## config.mk

```make
export PLATFORM = sky130hd
export DESIGN_NAME = indexed_sequence_store_flat
export DESIGN_NICKNAME = d
export VERILOG_FILES = /design/src/sv/ids_pkg.sv /design/src/sv/ids_if.sv /design/src/sv/ids_ram.sv /design/src/sv/indexed_sequence_store.sv /design/src/flat_wrapper.sv
export SDC_FILE = /design/constraint.sdc
export NUM_CORES = 2
export LEC_CHECK = 0
export BUFFER_PORTS_ARGS = -buffer_cell sky130_fd_sc_hd__buf_2
export CORE_ASPECT_RATIO = 1.25
export CORE_UTILIZATION = 47
export DETAILED_ROUTE_END_ITERATION = 16
export GPL_TIMING_DRIVEN = 0
export SLEW_MARGIN = 10
export SYNTH_ARGS = -nofsm -noshare
export SYNTH_HDL_FRONTEND = slang
export SYNTH_SLANG_ARGS = --single-unit
export TNS_END_PERCENT = 5
```

## constraint.sdc

```tcl
create_clock -name clock -period 6.72 [get_ports clock]
set_input_delay 0.672 -clock clock [delete_from_list [all_inputs] [get_ports clock]]
set_output_delay 0.672 -clock clock [all_outputs]
set_load 0.05 [all_outputs]
```

## src/sv/ids_pkg.sv

```systemverilog
package ids_pkg;

   localparam int DATA_W    = 32;
   localparam int OP_W      = 4;
   localparam int POS_W     = 6;
   localparam int ST_W      = 2;
   localparam int CNT_OUT_W = 7;

   localparam logic [OP_W-1:0] OP_PUSH_BACK  = 4'd0;
   localparam logic [OP_W-1:0] OP_PUSH_FRONT = 4'd1;
   localparam logic [OP_W-1:0] OP_POP_BACK   = 4'd2;
   localparam logic [OP_W-1:0] OP_POP_FRONT  = 4'd3;
   localparam logic [OP_W-1:0] OP_REMOVE     = 4'd4;
   localparam logic [OP_W-1:0] OP_READ       = 4'd5;
   localparam logic [OP_W-1:0] OP_INSERT     = 4'd6;
   localparam logic [OP_W-1:0] OP_WRITE      = 4'd7;
   localparam logic [OP_W-1:0] OP_CLEAR      = 4'd8;
   localparam logic [OP_W-1:0] OP_QUERY      = 4'd9;

   localparam logic [ST_W-1:0] ST_OK    = 2'd0;
   localparam logic [ST_W-1:0] ST_INDEX = 2'd1;
   localparam logic [ST_W-1:0] ST_EMPTY = 2'd2;
   localparam logic [ST_W-1:0] ST_FULL  = 2'd3;

   typedef enum logic [3:0] {
      S_IDLE  = 4'b0001,
      S_READ  = 4'b0010,
      S_SHIFT = 4'b0100,
      S_FILL  = 4'b1000
   } state_type;

   typedef struct packed {
      logic [DATA_W-1:0]    read_value;
      logic [ST_W-1:0]      status;
      logic [CNT_OUT_W-1:0] count;
      logic                 is_empty;
   } result_type;

endpackage

```

## src/sv/ids_if.sv

```systemverilog
interface ids_req_if;
   logic                               valid;
   logic                               ready;
   logic [ids_pkg::OP_W-1:0]           operation;
   logic [ids_pkg::POS_W-1:0]          position;
   logic signed [ids_pkg::DATA_W-1:0]  value;

   modport source (output valid, operation, position, value, input ready);
   modport sink   (input valid, operation, position, value, output ready);
endinterface

interface ids_rsp_if;
   logic                               valid;
   logic                               ready;
   logic signed [ids_pkg::DATA_W-1:0]  read_value;
   logic [ids_pkg::ST_W-1:0]           status;
   logic [ids_pkg::CNT_OUT_W-1:0]      count;
   logic                               is_empty;

   modport source (output valid, read_value, status, count, is_empty, input ready);
   modport sink   (input valid, read_value, status, count, is_empty, output ready);
endinterface

```

## src/sv/ids_ram.sv

```systemverilog
module ids_ram #(
   parameter int DEPTH = 64,
   parameter int AW    = $clog2(DEPTH)
) (
   input  logic                       clock,
   input  logic                       wr_en,
   input  logic [AW-1:0]              wr_addr,
   input  logic [ids_pkg::DATA_W-1:0] wr_data,
   input  logic                       rd_en,
   input  logic [AW-1:0]              rd_addr,
   output logic [ids_pkg::DATA_W-1:0] rd_data
);
   import ids_pkg::*;

   logic [DATA_W-1:0] mem [DEPTH];
   logic [DATA_W-1:0] rd_data_ff;

   always_ff @(posedge clock) begin
      if (wr_en) begin
         mem[wr_addr] <= wr_data;
      end
      if (rd_en) begin
         rd_data_ff <= mem[rd_addr];
      end
   end

   assign rd_data = rd_data_ff;

endmodule

```

## src/sv/indexed_sequence_store.sv

```systemverilog
// channel  | dir | handshake          | payload
// req_ch   | in  | valid/ready        | operation, position, value
// rsp_ch   | out | valid/ready        | read_value, status, count, is_empty
//
// One request at a time. Single-element requests form their result in the accept cycle
// (read: in the next cycle), then pass the pending slot and output register to rsp_ch.
// Insert and push front shift then fill the gap; remove and pop front only shift (not
// at all if nothing moves). Elements move one per cycle through the element memory's
// read and write ports. Reset clears count, state and valid flags, not the memory.
// ready is low the cycle after a result is formed and while a second result waits.
module indexed_sequence_store #(
   parameter int CAPACITY = 64
) (
   input logic        clock,
   input logic        reset,
   ids_req_if.sink    req_ch,
   ids_rsp_if.source  rsp_ch
);
   import ids_pkg::*;

   localparam int AW = $clog2(CAPACITY);
   localparam int CW = $clog2(CAPACITY + 1);
   localparam int LW = (CW > CNT_OUT_W) ? CW : CNT_OUT_W;
   localparam logic [CW-1:0] CAP_C = CW'(CAPACITY);
   localparam logic [CW-1:0] ONE_C = CW'(1);
   localparam logic [AW-1:0] ONE_A = AW'(1);

   state_type         state_ff, state_in;
   logic [CW-1:0]     cnt_ff, cnt_in;
   logic [AW-1:0]     ptr_ff, ptr_in;
   logic [CW-1:0]     left_ff, left_in;
   logic              down_ff, down_in;
   logic [AW-1:0]     fill_addr_ff, fill_addr_in;
   logic [DATA_W-1:0] fill_val_ff, fill_val_in;
   logic              wr_valid_ff, wr_valid_in;
   logic [AW-1:0]     wr_addr_ff, wr_addr_in;
   logic              pend_valid_ff, pend_valid_in;
   result_type        pend_ff, pend_in;
   logic              rsp_valid_ff, rsp_valid_in;
   result_type        rsp_ff, rsp_in;

   logic              ram_we, ram_re;
   logic [AW-1:0]     ram_waddr, ram_raddr;
   logic [DATA_W-1:0] ram_wdata, ram_rdata;

   logic              req_fire, move;
   logic              full, empty, idx_bad;
   logic [LW-1:0]     cnt_l, pos_l, cnt_out_l;
   logic [CW-1:0]     pos_c, go_pos, moves;
   logic [CW-1:0]     cnt_dec, go_inc;
   logic [AW-1:0]     pos_a;
   logic              load, ins_go, rem_go;
   logic [ST_W-1:0]   status_v;
   logic [DATA_W-1:0] rd_v;

   ids_ram #(.DEPTH(CAPACITY), .AW(AW)) u_ram (
      .clock   (clock),
      .wr_en   (ram_we),
      .wr_addr (ram_waddr),
      .wr_data (ram_wdata),
      .rd_en   (ram_re),
      .rd_addr (ram_raddr),
      .rd_data (ram_rdata)
   );

   assign req_ch.ready = (state_ff == S_IDLE) && !pend_valid_ff;
   assign req_fire     = req_ch.valid && req_ch.ready;

   assign cnt_l   = LW'(cnt_ff);
   assign pos_l   = LW'(req_ch.position);
   assign pos_c   = pos_l[CW-1:0];
   assign pos_a   = pos_l[AW-1:0];
   assign full    = (cnt_ff == CAP_C);
   assign empty   = (cnt_ff == '0);
   assign idx_bad = (pos_l >= cnt_l);
   assign moves   = cnt_ff - go_pos - ONE_C;
   assign cnt_dec = cnt_ff - ONE_C;
   assign go_inc  = go_pos + ONE_C;

   always_comb begin
      state_in     = state_ff;
      cnt_in       = cnt_ff;
      ptr_in       = ptr_ff;
      left_in      = left_ff;
      down_in      = down_ff;
      fill_addr_in = fill_addr_ff;
      fill_val_in  = fill_val_ff;
      wr_valid_in  = 1'b0;
      wr_addr_in   = wr_addr_ff;
      ram_we       = 1'b0;
      ram_waddr    = wr_addr_ff;
      ram_wdata    = ram_rdata;
      ram_re       = 1'b0;
      ram_raddr    = ptr_ff;
      load         = 1'b0;
      ins_go       = 1'b0;
      rem_go       = 1'b0;
      go_pos       = '0;
      status_v     = ST_OK;
      rd_v         = '0;

      case (state_ff)
         S_IDLE: begin
            if (req_fire) begin
               load = 1'b1;
               case (req_ch.operation)
                  OP_PUSH_BACK: begin
                     if (full) begin
                        status_v = ST_FULL;
                     end else begin
                        ram_we    = 1'b1;
                        ram_waddr = cnt_ff[AW-1:0];
                        ram_wdata = req_ch.value;
                        cnt_in    = cnt_ff + ONE_C;
                     end
                  end
                  OP_PUSH_FRONT: begin
                     if (full) begin
                        status_v = ST_FULL;
                     end else if (empty) begin
                        ram_we    = 1'b1;
                        ram_waddr = '0;
                        ram_wdata = req_ch.value;
                        cnt_in    = ONE_C;
                     end else begin
                        ins_go = 1'b1;
                     end
                  end
                  OP_POP_BACK: begin
                     if (empty) begin
                        status_v = ST_EMPTY;
                     end else begin
                        cnt_in = cnt_ff - ONE_C;
                     end
                  end
                  OP_POP_FRONT: begin
                     if (empty) begin
                        status_v = ST_EMPTY;
                     end else begin
                        rem_go = 1'b1;
                     end
                  end
                  OP_REMOVE: begin
                     if (idx_bad) begin
                        status_v = ST_INDEX;
                     end else begin
                        rem_go = 1'b1;
                        go_pos = pos_c;
                     end
                  end
                  OP_READ: begin
                     if (idx_bad) begin
                        status_v = ST_INDEX;
                     end else begin
                        load      = 1'b0;
                        ram_re    = 1'b1;
                        ram_raddr = pos_a;
                        state_in  = S_READ;
                     end
                  end
                  OP_INSERT: begin
                     if (idx_bad) begin
                        status_v = ST_INDEX;
                     end else if (full) begin
                        status_v = ST_FULL;
                     end else begin
                        ins_go = 1'b1;
                        go_pos = pos_c;
                     end
                  end
                  OP_WRITE: begin
                     if (idx_bad) begin
                        status_v = ST_INDEX;
                     end else begin
                        ram_we    = 1'b1;
                        ram_waddr = pos_a;
                        ram_wdata = req_ch.value;
                     end
                  end
                  OP_CLEAR: begin
                     cnt_in = '0;
                  end
                  default: begin
                  end
               endcase

               // insert: shift [go_pos, cnt) up by one, top down, then fill the gap
               if (ins_go) begin
                  load         = 1'b0;
                  state_in     = S_SHIFT;
                  ptr_in       = cnt_dec[AW-1:0];
                  left_in      = cnt_ff - go_pos;
                  down_in      = 1'b1;
                  fill_addr_in = go_pos[AW-1:0];
                  fill_val_in  = req_ch.value;
                  cnt_in       = cnt_ff + ONE_C;
               end

               // remove: shift (go_pos, cnt) down by one, bottom up
               if (rem_go) begin
                  cnt_in  = cnt_ff - ONE_C;
                  ptr_in  = go_inc[AW-1:0];
                  left_in = moves;
                  down_in = 1'b0;
                  if (moves != '0) begin
                     load     = 1'b0;
                     state_in = S_SHIFT;
                  end
               end
            end
         end
         S_READ: begin
            load     = 1'b1;
            rd_v     = ram_rdata;
            state_in = S_IDLE;
         end
         S_SHIFT: begin
            // read of one element overlaps the write-back of the previous one
            if (wr_valid_ff) begin
               ram_we = 1'b1;
            end
            if (left_ff != '0) begin
               ram_re      = 1'b1;
               ptr_in      = down_ff ? ptr_ff - ONE_A : ptr_ff + ONE_A;
               left_in     = left_ff - ONE_C;
               wr_valid_in = 1'b1;
               wr_addr_in  = down_ff ? ptr_ff + ONE_A : ptr_ff - ONE_A;
            end else if (down_ff) begin
               state_in = S_FILL;
            end else begin
               load     = 1'b1;
               state_in = S_IDLE;
            end
         end
         S_FILL: begin
            ram_we    = 1'b1;
            ram_waddr = fill_addr_ff;
            ram_wdata = fill_val_ff;
            load      = 1'b1;
            state_in  = S_IDLE;
         end
         default: begin
            state_in = S_IDLE;
         end
      endcase
   end

   assign cnt_out_l = LW'(cnt_in);

   always_comb begin
      pend_in            = pend_ff;
      pend_in.read_value = rd_v;
      pend_in.status     = status_v;
      pend_in.count      = cnt_out_l[CNT_OUT_W-1:0];
      pend_in.is_empty   = (cnt_in == '0);
      if (!load) begin
         pend_in = pend_ff;
      end
   end

   // two-entry result queue: pending slot feeds the output register
   assign move          = pend_valid_ff && (!rsp_valid_ff || rsp_ch.ready);
   assign pend_valid_in = load ? 1'b1 : (move ? 1'b0 : pend_valid_ff);
   assign rsp_valid_in  = move ? 1'b1 : (rsp_ch.ready ? 1'b0 : rsp_valid_ff);
   assign rsp_in        = move ? pend_ff : rsp_ff;

   always_ff @(posedge clock) begin
      if (reset) begin
         state_ff      <= S_IDLE;
         cnt_ff        <= '0;
         wr_valid_ff   <= 1'b0;
         pend_valid_ff <= 1'b0;
         rsp_valid_ff  <= 1'b0;
      end else begin
         state_ff      <= state_in;
         cnt_ff        <= cnt_in;
         wr_valid_ff   <= wr_valid_in;
         pend_valid_ff <= pend_valid_in;
         rsp_valid_ff  <= rsp_valid_in;
      end
   end

   always_ff @(posedge clock) begin
      ptr_ff       <= ptr_in;
      left_ff      <= left_in;
      down_ff      <= down_in;
      fill_addr_ff <= fill_addr_in;
      fill_val_ff  <= fill_val_in;
      wr_addr_ff   <= wr_addr_in;
      pend_ff      <= pend_in;
      rsp_ff       <= rsp_in;
   end

   assign rsp_ch.valid      = rsp_valid_ff;
   assign rsp_ch.read_value = rsp_ff.read_value;
   assign rsp_ch.status     = rsp_ff.status;
   assign rsp_ch.count      = rsp_ff.count;
   assign rsp_ch.is_empty   = rsp_ff.is_empty;

   a_cnt_bound: assert property (@(posedge clock) disable iff (reset)
      cnt_ff <= CAP_C)
      else $error("element count above capacity");

   a_req_busy: assert property (@(posedge clock) disable iff (reset)
      req_fire |=> (pend_valid_ff || state_ff != S_IDLE))
      else $error("accepted request left no trace");

   a_shift_addr: assert property (@(posedge clock) disable iff (reset)
      wr_valid_ff |-> (CW'(wr_addr_ff) < cnt_ff))
      else $error("shift write outside stored range");

   a_one_result: assert property (@(posedge clock) disable iff (reset)
      pend_valid_ff |-> (state_ff == S_IDLE))
      else $error("pending result while a request is in flight");

endmodule

```

## src/flat_wrapper.sv

```systemverilog
// flat-port wrapper written by rule: the top's interface ports become plain ports
module indexed_sequence_store_flat import ids_pkg::*;
#(
   parameter int CAPACITY = 64
)
  (clock, reset, req_ch_valid, req_ch_operation, req_ch_position, req_ch_value, req_ch_ready, rsp_ch_valid, rsp_ch_read_value, rsp_ch_status, rsp_ch_count, rsp_ch_is_empty, rsp_ch_ready);
  ids_req_if req_ch_i ();
  ids_rsp_if rsp_ch_i ();
  input logic clock;
  input logic reset;
  input wire logic [$bits(req_ch_i.valid)-1:0] req_ch_valid;
  input wire logic [$bits(req_ch_i.operation)-1:0] req_ch_operation;
  input wire logic [$bits(req_ch_i.position)-1:0] req_ch_position;
  input wire logic [$bits(req_ch_i.value)-1:0] req_ch_value;
  output wire logic [$bits(req_ch_i.ready)-1:0] req_ch_ready;
  output wire logic [$bits(rsp_ch_i.valid)-1:0] rsp_ch_valid;
  output wire logic [$bits(rsp_ch_i.read_value)-1:0] rsp_ch_read_value;
  output wire logic [$bits(rsp_ch_i.status)-1:0] rsp_ch_status;
  output wire logic [$bits(rsp_ch_i.count)-1:0] rsp_ch_count;
  output wire logic [$bits(rsp_ch_i.is_empty)-1:0] rsp_ch_is_empty;
  input wire logic [$bits(rsp_ch_i.ready)-1:0] rsp_ch_ready;
  assign req_ch_i.valid = req_ch_valid;
  assign req_ch_i.operation = req_ch_operation;
  assign req_ch_i.position = req_ch_position;
  assign req_ch_i.value = req_ch_value;
  assign req_ch_ready = req_ch_i.ready;
  assign rsp_ch_valid = rsp_ch_i.valid;
  assign rsp_ch_read_value = rsp_ch_i.read_value;
  assign rsp_ch_status = rsp_ch_i.status;
  assign rsp_ch_count = rsp_ch_i.count;
  assign rsp_ch_is_empty = rsp_ch_i.is_empty;
  assign rsp_ch_i.ready = rsp_ch_ready;
  indexed_sequence_store #(.CAPACITY(CAPACITY)) u_core (.clock(clock), .reset(reset), .req_ch(req_ch_i), .rsp_ch(rsp_ch_i));
endmodule
```

# == Word level (Yosys, flattened, before mapping) ==
# Memory sizes are Yosys's and may differ from the RTL's. A register that Yosys moved wholly into a read port is not among the register bits.
# Cells that the tools add are included.
# totals
out_inout_bits,44
register_bits,156
mem_count,1
mem_bits_rw,2048
in_bits,46
# mem_list
memory,words,word_bits,rd,rd_ports_with_merged_regs,wr,line,source
u_core.u_ram.mem,64,32,1,1,1,ids_ram.sv:15,logic [DATA_W-1:0] mem [DEPTH];
# classes
reduce_logical,26
mux,98
addsub,9
magnitude_cmp,1
bitwise,1
eq_ne,17
# ops
operator,count
$mux W32,5
$mux W7,17
$mux W6,17
$pmux W32 S3,1
$pmux W32 S2,1
$mux W1,32
$mux W4,8
$pmux W7 S2,2
$pmux W7 S4,1
$pmux W6 S2,2
$sub A7 B1 Y7 const B,3
$eq A4 B3 Y1 const B,5
$pmux W6 S3,1
$logic_not A7 Y1,2
$reduce_bool A7 Y1,2
$sub A7 B7 Y7,2
$add A6 B1 Y6 const B,2
$eq A4 B2 Y1 const B,3
$pmux W1 S3,3
$eq A4 B1 Y1 const B,2
$eq A4 B4 Y1 const B,2
$pmux W2 S4,1
$pmux W4 S2,1
$reduce_bool A2 Y1,4
19 further kinds,33

# == Longest topological paths before layout ==
# depth
depth_word,16
ltp_mapped,22
ltp_nobuf,21

# == Cells and area by module ==
# From an unflattened synthesis, not the netlist that was laid out.
# unflattened
hier_cells,4255
hier_area_um2,87477.6
# modules_own_cells
mod,instances,cells_per_inst,area_each_um2
ids_ram,1,3511,79359.9
indexed_sequence_store,1,744,8117.8

# == Least setup slack after synthesis ==
# OpenSTA, ideal clock, no wires.
# synth_path
kind,reg2reg
start,register u_core.cnt_ff[2]
end,"register u_core.pend_ff[0] in the netlist's numbering, enable pin"
setup_time_ns,0.396
path_stages_with_launch,23
arrival_time_ns,5.623
synth_period_minus_slack_ns,6.019
slack_ns,0.701
required_ns,6.324
cell_sequence,dfxtp_1 clkbuf_1 inv_1 ha_1 a21oi_1 o21a_1 o21ai_0 a2111oi_0 nand2_1 inv_1 nand2_1 ha_1 inv_1 fa_1 nor2b_1 o21ai_0 nor3b_1 nor2_1 or3_1 nor4_1 o211ai_1 o21a_1 inv_1
# synth_between
elab_chain_len,15
word_cells_on_any_way,32
cone_classes,add/sub: 2; order compare: 1; eq/ne: 1; mux: 26; reduce/logical: 2
# synth_lines
item,line,source
"start, declared",indexed_sequence_store.sv:29,"logic [CW-1:0] cnt_ff, cnt_in;"
"start signal, assigned",indexed_sequence_store.sv:276,cnt_ff <= cnt_in;
branches (longest 12 deep; another with $ge A6 B7 Y1),-,
$mux W1 (*),indexed_sequence_store.sv:200,if (rem_go) begin
$mux W1 (*),indexed_sequence_store.sv:104,if (req_fire) begin
$pmux W1 S3 (*),indexed_sequence_store.sv:102,case (state_ff)
via u_core.load,indexed_sequence_store.sv:52,"logic load, ins_go, rem_go;"
"end signal, assigned",indexed_sequence_store.sv:290,pend_ff <= pend_in;
"end, declared",indexed_sequence_store.sv:38,"result_type pend_ff, pend_in;"
# Mark *: on every way through the listed nets, which the timed path passes. The select of a mux whose other input is x is not followed.
# A chain may end at the register's enable or synchronous reset.

# == Worst setup path in the final report ==
# layout_path
start,register u_core.cnt_ff[3]
end,"register u_core.u_ram.rd_data_ff[25] (netlist: u_core.u_ram.rd_data[25]), read port of u_core.u_ram.mem, data pin"
# layout_between
elab_chain_len,5
word_cells_on_any_way,9
cone_classes,order compare: 1; mux: 8
# layout_lines
item,line,source
$ge A6 B7 Y1 (*),indexed_sequence_store.sv:75,assign idx_bad = (pos_l >= cnt_l);
$mux W1 / $mux W6 (equally long branches),indexed_sequence_store.sv:152,if (idx_bad) begin
$mux W1 / $mux W6 (equally long branches),indexed_sequence_store.sv:106,case (req_ch.operation)
$mux W1 / $mux W6 (equally long branches),indexed_sequence_store.sv:104,
$pmux W1 S2 / $mux W6 (equally long branches),indexed_sequence_store.sv:102,
"end, declared",ids_ram.sv:16,logic [DATA_W-1:0] rd_data_ff;
# Every way passes the cells marked *; elsewhere a longest branch is shown, timed or not.

==> metrics <==
critical path type reg -> reg; Hold Path Class in -> reg; Critical Path AT about 7.8 ns; total global routing overflow 0; Yosys reg bits 2236; Core Box Area 188600 sq um; Area Overhead vs Synth 17.26%; Pwr Density around 280 nW/um^2; worst skew pair latency ~0.91 ns; Final Hold Viols 0; sequential power share about 53%; Net Count, Synth 6666; Total GRT Usage roughly 37%; first-pass GRT wire length 482200 microns; worst-margin pin slew 1.607 ns; CTS root buffer clkbuf_16; met1 WL 120100 microns; DRT Wirelength 360200 microns; status finished, violations left; worst vdd ir 0.3050 mV; failing checks capacitance limit, slew limit, setup timing; Final period util 105.0%; H-tree Lvls 4; Die Span X 392.5 microns; CP required 7.43 ns; Max Used Layer met5; Clock Sink Count 2236; Iteration-0 DRC Markers roughly 11000; routed vias about 65000; Clock Path Buffers 3; fraction of layout instances using a drive strength above 1 11.13%; drt first pass iters 9; setup slack after layout -0.3328 ns; peak fanout along the critical path 10; die span in y 490.1 microns; gpl congestion 1.034; number of global-route vias before repair 59630; initial antenna violation count 39; fin area between 100000 and 150000 sq um; largest net degree at the start of global routing 65; Placement Cell Area 97380 sq um; TritonCTS buffer count 213; # rows about 180; hold_sp reset; WHS Endpoint u_core.cnt_ff[0]; top post-synthesis cells by area edfxtp_1, nand2_1, a21oi_1, a211oi_1, and3_1; Layout Cells excl Fill 9820; Post-synth ARST share 0%; synthesized cell area 89560 sq um; cell taking the most area after synthesis edfxtp_1; clock share of power 41.4%; Slew Viols, Final 4; Syn Inst Count 6593; proportion of netlist area held by the largest area contributor 74.50%; WL met3 46160 microns; Reg2Reg Launch Point u_core.cnt_ff[3]; post-synth cell types 70; final setup fails 19; Critical Path Start Type flip-flop; CTS tree yes; number of max-cap violations 1; Critical Path Sink Type flip-flop; Worst slew margin -8.265%; Final HPWL DP 249900 microns; Pint 22.34 mW; IO buf count 88; syn avg cell area around 14 sq um; I/O pin total 90; max incr delay on CP 1.01 ns; dpl cells 9360; EDFF count, synth 2222; r2r endpoint u_core.u_ram.rd_data[25]; Post-synth top flop edfxtp_1; nets@finish ~7000; Synth Warn # 0; Combinational Power Share about 5.6%; met2 WL 160800 microns; Critical-path top delay cell nor3_1; Tmin final 7.053 ns; Seq/Total Area, Yosys 74.81%; Post-DRT Antenna Nets 0; DR vias/cell between 6 and 7; fmax 141.8 MHz; Net Switching about 6.6 mW; Top cell by count, worst path clkbuf_1; static leakage 34.71 nW; hold path cells 2; Reg2Reg Depth 16; r2r setup slk -0.33 ns; Die Area 192300 sq um; Clock transition at path regs 0.06 ns; hold_ws between 0.06 and 0.07 ns; crit path cell chain clkbuf_1 > inv_1 > ha_1 > and4b_1 > clkbuf_1 > nand2_1 > o221a_2 > buf_4 > nand2_2 > clkbuf_2 > buf_1 > a211oi_1 > a311oi_1 > nor4_2 > nor3_1 > or4_1; Starting Density approximately 47%; wire per inst approximately 37 microns; post-layout power 28.98 mW; RSZ-0062 raised after global routing yes; sw frac 22.90%; fillcell total about 15000; drt drc 0; Final Skew 0.03064 ns
## per-stage QoR
stage	TNS, ns	setup WS [ns]	utilization [%]
5_1_grt	-4.981	-0.2167	55.64
3_3_place_gp	-4665.53	-2.656	49.38
6_report	-2.546	-0.3328	55.68
2_1_floorplan	0	0.7006	-
4_1_cts	-5.347	-0.1403	55.50
3_5_place_dp	-24.58	-0.8724	51.62
## area by class of cell
cell class	count	area [sq um]	area share, %
sequential	2236	67000	63.80
multi-input combinational	3846	21670	20.64
clock buffer	279	5660	5.389
timing repair buffer	288	4258	4.054
tap	2520	3153	3.002
buffer	474	1922	1.830
clock inverter	111	1146	1.091
inverter	36	135.1	0.1287
antenna	30	75.07	0.07148
## cells by family after synthesis
logic type                 after synthesis  synth area share [%]
AOI/OAI and AO/OA                     1313                 9.741
xor gates and xnor gates                34                0.3325
adders and majority gates               27                0.3940
buffers and inverters                  511                 2.238
DFF                                   2236                 74.81
muxes                                   52                0.5839
and+or+nand+nor                       2420                 11.90
## repair_timing
item	CTS	global route
hold buffers	32	0
pin swaps	2	1
gates cloned	0	0
endpoints found under the hold margin	32	0
setup buffers	1	2
setup endpoints to repair	156	786
resized for setup	41	29
## registers in the layout, summed over array words and instances, names as in the netlist
signal and cells:
u_core.rsp_ch.count 7, u_core.fill_val_ff 32, u_core.u_ram.mem 2048, u_core.pend_valid_ff 1
u_core.state_ff 4, u_core.rsp_ch.read_value 32, u_core.ptr_ff 6, u_core.rsp_ch.status 2
u_core.cnt_ff 7, u_core.rsp_ch.is_empty 1, u_core.wr_addr_ff 6, u_core.u_ram.rd_data 32
u_core.left_ff 7, u_core.down_ff 1, u_core.wr_valid_ff 1, u_core.fill_addr_ff 6
u_core.rsp_ch.valid 1, u_core.pend_ff 42
## how the worst max path moves through the flow
stage | startpoint | to | slack (ns) | cells past startpoint
global route | u_core.cnt_ff[3] | u_core.u_ram.rd_data[23] | -0.22 | 14
detailed placement | u_core.cnt_ff[1] | u_core.u_ram.rd_data[6] | -0.87 | 14
floorplan | u_core.cnt_ff[2] | u_core.pend_ff[0] | 0.70 | 22
finish | u_core.cnt_ff[3] | u_core.u_ram.rd_data[25] | -0.33 | 16
global placement | u_core.cnt_ff[0] | u_core.u_ram.mem[50][26] | -2.66 | 13
CTS | u_core.cnt_ff[1] | u_core.u_ram.rd_data[16] | -0.14 | 15
## Yosys cell counts (all sizes together), types with 7 or more instances
library cell / instances
o22ai: 17
and2: 38
xnor2: 28
nor3b: 8
o21ai: 48
nor2b: 15
inv: 36
edfxtp: 2222
a21oi: 497
a211oi: 256
o211ai: 10
nor4: 120
mux2i: 50
nand3: 62
clkbuf: 364
o221ai: 16
nor2: 121
and3: 249
or4: 32
a22oi: 35
dfxtp: 14
ha: 25
a31oi: 129
a311oi: 130
buf: 111
nand2: 1610
nand2b: 7
nor3: 130
a2111oi: 116
nand4: 11
o2111ai: 7
## critical path: cells and delay by family (launching register included)
kind	cells	cell delay (ns)
and+or+nand+nor	6	2.16
buffers and inverters	6	2.93
adders and majority gates	1	0.35
DFF	1	0.42
AOI/OAI and AO/OA	3	0.93
## layout by cell type, fill, tap and decap left out, drive strengths merged, types with 8 or more instances in the layout
cell and instances:
nor2b 15, a2111oi 116, nor2 121, or4 32
ha 25, nor3 130, o22ai 17, clkbuf 645
a21oi 497, nand4 11, inv 44, o21ai 48
and3 249, dfxtp 14, a31oi 129, a311oi 130
and2 38, dlygate4sd3 32, buf 362, nor3b 8
edfxtp 2222, clkinvlp 9, a22oi 35, clkinv 76
bufinv 18, o211ai 10, nand2 1610, nor4 120
mux2i 50, a211oi 256, nand3 62, xnor2 28
o221ai 16, diode 30
## routing by layer
metal  up-vias  GRT usage, %
met5         -             0
met4        22         28.23
met3      1334         11.75
met2      5039         55.43
met1     32060         44.20
li1      26140             -
## power by group through the flow
stage	Combinational [mW]	Clock, mW	Sequential (mW)
6_report	1.61	12.0	15.4
5_1_grt	1.64	12.5	15.4
4_1_cts	1.53	12.0	15.4
3_5_place_dp	1.51	0	15.7
3_3_place_gp	1.41	0	15.7
2_1_floorplan	0.687	0	15.7
(Power assumes the default switching activity.)
